`config.mk`:
```
export PLATFORM = sky130hd
export DESIGN_NAME = lidar_scan_node_deframer
export DESIGN_NICKNAME = d
export VERILOG_FILES = /design/src/rtl/lsd_pkg.sv /design/src/rtl/lsd_parser.sv /design/src/rtl/lsd_out_stage.sv /design/src/rtl/lidar_scan_node_deframer.sv
export SDC_FILE = /design/constraint.sdc
export NUM_CORES = 1
export LEC_CHECK = 0
export ABC_AREA = 1
export BUFFER_PORTS_ARGS = -buffer_cell sky130_fd_sc_hd__buf_4
export CAP_MARGIN = 25
export CORE_ASPECT_RATIO = 0.6
export CORE_MARGIN = 2
export CORE_UTILIZATION = 50
export DETAILED_ROUTE_END_ITERATION = 12
export PLACE_DENSITY_LB_ADDON = 0.2
export RECOVER_POWER = 25
export SLEW_MARGIN = 15
export SYNTH_ARGS = -nofsm -noshare
export SYNTH_HDL_FRONTEND = slang
export SYNTH_SLANG_ARGS = --single-unit
```
`constraint.sdc`:
```
create_clock -name clk -period 2.7 [get_ports clk]
set_clock_uncertainty 0.05 [all_clocks]
set_input_delay 0.27 -clock clk [delete_from_list [all_inputs] [get_ports clk]]
set_output_delay 0.27 -clock clk [all_outputs]
set_load 0.05 [all_outputs]
```
`src/rtl/lsd_pkg.sv`:
```
`default_nettype none

package lsd_pkg;

  typedef struct packed {
    logic       req_type;
    logic [7:0] rx_byte;
  } in_t;

  typedef struct packed {
    logic [1:0]  kind;
    logic [5:0]  quality;
    logic [14:0] angle_q6;
    logic [15:0] distance_q2;
  } out_t;

  // result as handed from the parser to the output stage
  typedef struct packed {
    logic vld;
    out_t data;
  } res_t;

  typedef enum logic [2:0] {
    PH_IDLE  = 3'b001,
    PH_DESC  = 3'b010,
    PH_NODES = 3'b100
  } phase_t;

  localparam logic [1:0] KIND_NODE     = 2'd0;
  localparam logic [1:0] KIND_SCAN_END = 2'd1;
  localparam logic [1:0] KIND_DESC_ERR = 2'd2;
  localparam logic [1:0] KIND_NO_START = 2'd3;

  localparam logic REQ_BYTE = 1'b0;
  localparam logic REQ_SCAN = 1'b1;

  localparam logic [2:0] DESC_LEN = 3'd7;
  localparam logic [2:0] NODE_LEN = 3'd5;

  // response descriptor A5 5A 05 00 00 40 81
  function automatic logic [7:0] desc_byte(input logic [2:0] pos);
    logic [7:0] b;
    case (pos)
      3'd0:    b = 8'hA5;
      3'd1:    b = 8'h5A;
      3'd2:    b = 8'h05;
      3'd3:    b = 8'h00;
      3'd4:    b = 8'h00;
      3'd5:    b = 8'h40;
      3'd6:    b = 8'h81;
      default: b = 8'h00;
    endcase
    return b;
  endfunction

endpackage

`default_nettype wire

```
`src/rtl/lsd_parser.sv`:
```
`default_nettype none

module lsd_parser (
  input  wire logic         clk,
  input  wire logic         rst_n,
  input  wire logic         acc,
  input  wire lsd_pkg::in_t req,
  output lsd_pkg::res_t     res
);
  import lsd_pkg::*;

  phase_t     phase_r, phase_nxt;
  logic [2:0] pos_r, pos_nxt;
  logic       first_r, first_nxt;
  logic [7:0] held_r [4];
  logic       hold_we;

  always_comb begin
    phase_nxt = phase_r;
    pos_nxt   = pos_r;
    first_nxt = first_r;
    hold_we   = 1'b0;
    res       = '0;
    if (acc) begin
      if (req.req_type == REQ_SCAN) begin
        phase_nxt = PH_DESC;
        pos_nxt   = 3'd0;
        first_nxt = 1'b1;
      end else begin
        case (phase_r)
          PH_DESC: begin
            if (pos_r >= DESC_LEN || req.rx_byte != desc_byte(pos_r)) begin
              phase_nxt     = PH_IDLE;
              pos_nxt       = 3'd0;
              res.vld       = 1'b1;
              res.data.kind = KIND_DESC_ERR;
            end else if (pos_r == DESC_LEN - 3'd1) begin
              phase_nxt = PH_NODES;
              pos_nxt   = 3'd0;
            end else begin
              pos_nxt = pos_r + 3'd1;
            end
          end
          PH_NODES: begin
            if (pos_r < NODE_LEN - 3'd1) begin
              hold_we = 1'b1;
              pos_nxt = pos_r + 3'd1;
            end else begin
              pos_nxt = 3'd0;
              if (first_r && !held_r[0][0]) begin
                phase_nxt     = PH_IDLE;
                res.vld       = 1'b1;
                res.data.kind = KIND_NO_START;
              end else if (!first_r && held_r[0][0]) begin
                phase_nxt     = PH_IDLE;
                res.vld       = 1'b1;
                res.data.kind = KIND_SCAN_END;
              end else begin
                first_nxt = 1'b0;
                if (held_r[1][0]) begin
                  res.vld              = 1'b1;
                  res.data.kind        = KIND_NODE;
                  res.data.quality     = held_r[0][7:2];
                  res.data.angle_q6    = {held_r[2], held_r[1][7:1]};
                  res.data.distance_q2 = {req.rx_byte, held_r[3]};
                end
              end
            end
          end
          default: phase_nxt = PH_IDLE;
        endcase
      end
    end
  end

  always_ff @(posedge clk) begin
    if (!rst_n) begin
      phase_r <= PH_IDLE;
      pos_r   <= 3'd0;
      first_r <= 1'b1;
    end else begin
      phase_r <= phase_nxt;
      pos_r   <= pos_nxt;
      first_r <= first_nxt;
    end
  end

  // node bytes 0..3, no reset: always written before read
  always_ff @(posedge clk) begin
    if (hold_we) begin
      held_r[pos_r[1:0]] <= req.rx_byte;
    end
  end

endmodule

`default_nettype wire

```
`src/rtl/lsd_out_stage.sv`:
```
`default_nettype none

module lsd_out_stage (
  input  wire logic          clk,
  input  wire logic          rst_n,
  input  wire lsd_pkg::res_t res,
  output logic               acc,
  input  wire logic          in_valid,
  output logic               in_stall,
  output logic               out_valid,
  input  wire logic          out_stall,
  output lsd_pkg::out_t      out_data
);
  import lsd_pkg::*;

  logic out_valid_r, out_valid_nxt;
  out_t out_data_r;

  // blocked only while a held result is not being taken
  assign in_stall = out_valid_r && out_stall;
  assign acc      = in_valid && !in_stall;

  always_comb begin
    out_valid_nxt = out_valid_r;
    if (acc) begin
      out_valid_nxt = res.vld;
    end else if (!out_stall) begin
      out_valid_nxt = 1'b0;
    end
  end

  always_ff @(posedge clk) begin
    if (!rst_n) begin
      out_valid_r <= 1'b0;
    end else begin
      out_valid_r <= out_valid_nxt;
    end
  end

  always_ff @(posedge clk) begin
    if (acc && res.vld) begin
      out_data_r <= res.data;
    end
  end

  assign out_valid = out_valid_r;
  assign out_data  = out_data_r;

endmodule

`default_nettype wire

```
`src/rtl/lidar_scan_node_deframer.sv`:
```
// Output: a result is registered and appears on out_* in the cycle after the byte that completes it.
// Throughput: one request per cycle; the input stalls only while a held result
//   is stalled, since the single output register is the only buffering.
// Reset (rst_n low, synchronous): parser goes idle, position cleared, first-node
//   flag set, output register emptied. Node byte store is not reset.
`default_nettype none

module lidar_scan_node_deframer (
  input  wire logic          clk,
  input  wire logic          rst_n,
  input  wire logic          in_valid,
  output logic               in_stall,
  input  wire lsd_pkg::in_t  in_data,
  output logic               out_valid,
  input  wire logic          out_stall,
  output lsd_pkg::out_t      out_data
);
  import lsd_pkg::*;

  logic acc;   // input request taken this cycle
  res_t res;   // parser result for the taken request

  // Parser: descriptor check, node assembly, start/check flag decisions.
  // State updates only on an accepted request.
  lsd_parser u_parser (
    .clk   (clk),
    .rst_n (rst_n),
    .acc   (acc),
    .req   (in_data),
    .res   (res)
  );

  // Output register; also derives in_stall from the downstream stall.
  lsd_out_stage u_out (
    .clk       (clk),
    .rst_n     (rst_n),
    .res       (res),
    .acc       (acc),
    .in_valid  (in_valid),
    .in_stall  (in_stall),
    .out_valid (out_valid),
    .out_stall (out_stall),
    .out_data  (out_data)
  );

endmodule

`default_nettype wire

```
==> out/metrics.yaml <==
hpwl_um: 4170
cts_tree: "done"
via_count: 2059
grt_pass1_wl_um: 9650
antenna_cells: 0
postRouteAntennaNets: 0
dp_slack_ns: 0.503
cts_root_buf: "clkbuf_8"
dpl-instance-area_sq_mm: 0.00372
cts.sinks: 78
routedWlPerCell_um: 13.7
htree_levels: 3
p_leak_nw: 1.77
core_sq_mm: 0.00614
die_y_um: 65.9
cp_max_fo: 24
worst_pin_slew_ns: 0.657
portBuffers: 53
netSwitchingFraction_pct: 22.3
routed_wl_um: 5990
worstSetupPathType: "reg2reg"
syn_area_sq_mm: 0.00319
internal_power_mw: 1.77
synth-seq-area-share_pct: 70.9
place_congestion: 0.859
grt_pass1_vias: 1857
clk_path_buf_depth: 2
pin_count: 54
clkLatencyLatePin_ns: 0.35
globalRouteTotalUtil_pct: 18.6
multi_input_area_sq_um: 681
start_kind: "flip-flop"
outcome: "finished clean"
arrival_ns: 2.21
cts_setup_buffers: 0
area.growth.synth_to_final_pct: 20.0
ys_ff_latch: 78
fin_crit_ns: 2.24
slew_violations: 0
final_cell_mix: "edfxtp_1 (70), inv_1 (58), nor2_1 (52), nand2_1 (36), buf_4 (35)"
fill_cells: 516
p_sw_uw: 508
cts_resized: 0
antenna_found_initial: 0
setup_viol: 0
grt_max_degree: 38
holdBufCountCts: 0
synth_cell_type_count: 22
nets: 369
seqPwrFrac_pct: 57.8
first_pass_iters: 4
clkTransAtPathRegs_ns: 0.08
hold_violations: 0
critPathCaptureType: "flip-flop"
maxCapViolations: 0
max_slew_margin_pct: 56.0
pwr-share-clk_pct: 37.9
die-area_sq_mm: 0.00706
rsz0062_at_grt: "no"
syn_inst: 281
finalCritPeriodShare_pct: 82.8
drc: 0
final_common_cell: "edfxtp_1"
synth-warning-count: 0
design_area_sq_mm: 0.00383
setup_slack_ns: 0.464
num_rows: 22
peakVddDrop_v: 0.000312
drt_iter0_markers: 128
fmax_mhz: 447
avgSynthCellArea_sq_um: 11.4
fp.dieW_um: 107
min_path_type: "in2reg"
cp.required_ns: 2.68
powerDensity_mw_per_mm2: 596
numCtsBuffers: 9
layout-drive-gt1-share_pct: 17.3
fin_tns_setup_ns: 0
combPwrFrac_pct: 4.3
syn_nets: 302
start_util_pct: 52.0
grt_overflow: 0
seq_area_sq_mm: 0.00226
vias_per_cell: 4.71
-- power groups by stage --
stage                     Clock (mW)  Sequential, mW  Combinational [mW]
final                          0.865            1.32              0.0985
after global placement             0            1.34              0.0998
after floorplan                    0            1.34              0.0581
after detailed placement           0            1.34               0.102
after global routing           0.929            1.32               0.111
after CTS                      0.879            1.32               0.103
-- flip-flops by register name, indices dropped and copies added, names as in the netlist --
| signal | count |
|---|---|
| u_out.out_data | 39 |
| u_parser.held_r | 31 |
| u_parser.first_r | 1 |
| u_parser.pos_r | 3 |
| u_out.out_valid | 1 |
| u_parser.phase_r | 3 |
-- per-layer routing --
metal	vias to the layer above	global-route usage, %	wire, um
met5	-	0	0
met4	0	4.38	24
met3	4	6.31	397
met2	54	27.0	2470
met1	962	27.0	3100
li1	1039	-	-
-- metrics by stage --
| step | utilization (%) | hold slack [ns] | cells | power [mW] |
|---|---|---|---|---|
| 6_report | 62.4 | 0.120 | 437 | 2.28 |
| 2_1_floorplan | - | 0.304 | 281 | 1.40 |
| 3_3_place_gp | 60.7 | 0.432 | 421 | 1.44 |
| 3_5_place_dp | 60.7 | 0.443 | 421 | 1.45 |
| 4_1_cts | 63.8 | 0.0872 | 437 | 2.30 |
| 5_1_grt | 62.4 | 0.113 | 437 | 2.36 |
-- final timing paths --
| kind | slack (ns) | to | cells past startpoint | start |
|---|---|---|---|---|
| setup / recovery | 0.46 | u_out.out_data[0] | 12 | u_parser.pos_r[0] |
| hold / removal | 0.12 | u_parser.first_r | 2 | rst_n |
| setup reg to reg | 0.46 | u_out.out_data[0] | 12 | u_parser.pos_r[0] |
| hold reg to reg | 0.45 | u_parser.first_r | 2 | u_parser.first_r |
-- kinds of logic (layout without fill, tap and decap cells) --
family          Yosys count  count (layout)  share of synthesized area [%]
simple gates            113             113                           15.5
fa+ha+maj                 8               8                           3.14
flops                    78              78                           70.9
compound gates           17              17                           2.75
buf+inv                  65             137                           7.76
-- worst max-delay path, cell delays in order, from the launching register on --
cell	delay [ns]
dfxtp_1	0.43
inv_1	0.11
ha_1	0.26
nand2_2	0.13
nand2_1	0.07
nand2_1	0.07
nand2_1	0.06
nand3_1	0.13
nor2_4	0.06
inv_2	0.06
nand3_2	0.07
nand2_1	0.11
buf_4	0.29
-- Yosys cell counts --
cell type / n / area (sq um)
edfxtp_1: 70 / 2100
nor2_4: 1 / 11.3
o21ai_0: 4 / 20.0
nor3_1: 2 / 10.0
nand3_1: 12 / 60.1
nor4_2: 1 / 12.5
nor4_1: 1 / 6.26
nand3_2: 3 / 30.0
nor2_2: 1 / 6.26
a21oi_1: 10 / 50.1
inv_1: 58 / 218
nor2_1: 52 / 195
o21ai_1: 2 / 10.0
inv_2: 4 / 15.0
nand4_1: 1 / 6.26
buf_2: 3 / 15.0
o31ai_1: 1 / 7.51
dfxtp_1: 8 / 160
ha_1: 8 / 100
nand2_2: 2 / 12.5
nand2_1: 36 / 135
nand3b_1: 1 / 7.51
-- layout make-up --
cell class              count  area share (%)
clock buffers              10            3.33
flip-flops and latches     78            59.1
multi-input cells         138            17.8
inverters                  62            6.08
clock inverters             6            1.76
well taps                  84            2.75
repair buffers             59            9.22
Power figures use the tool's default switching activity.
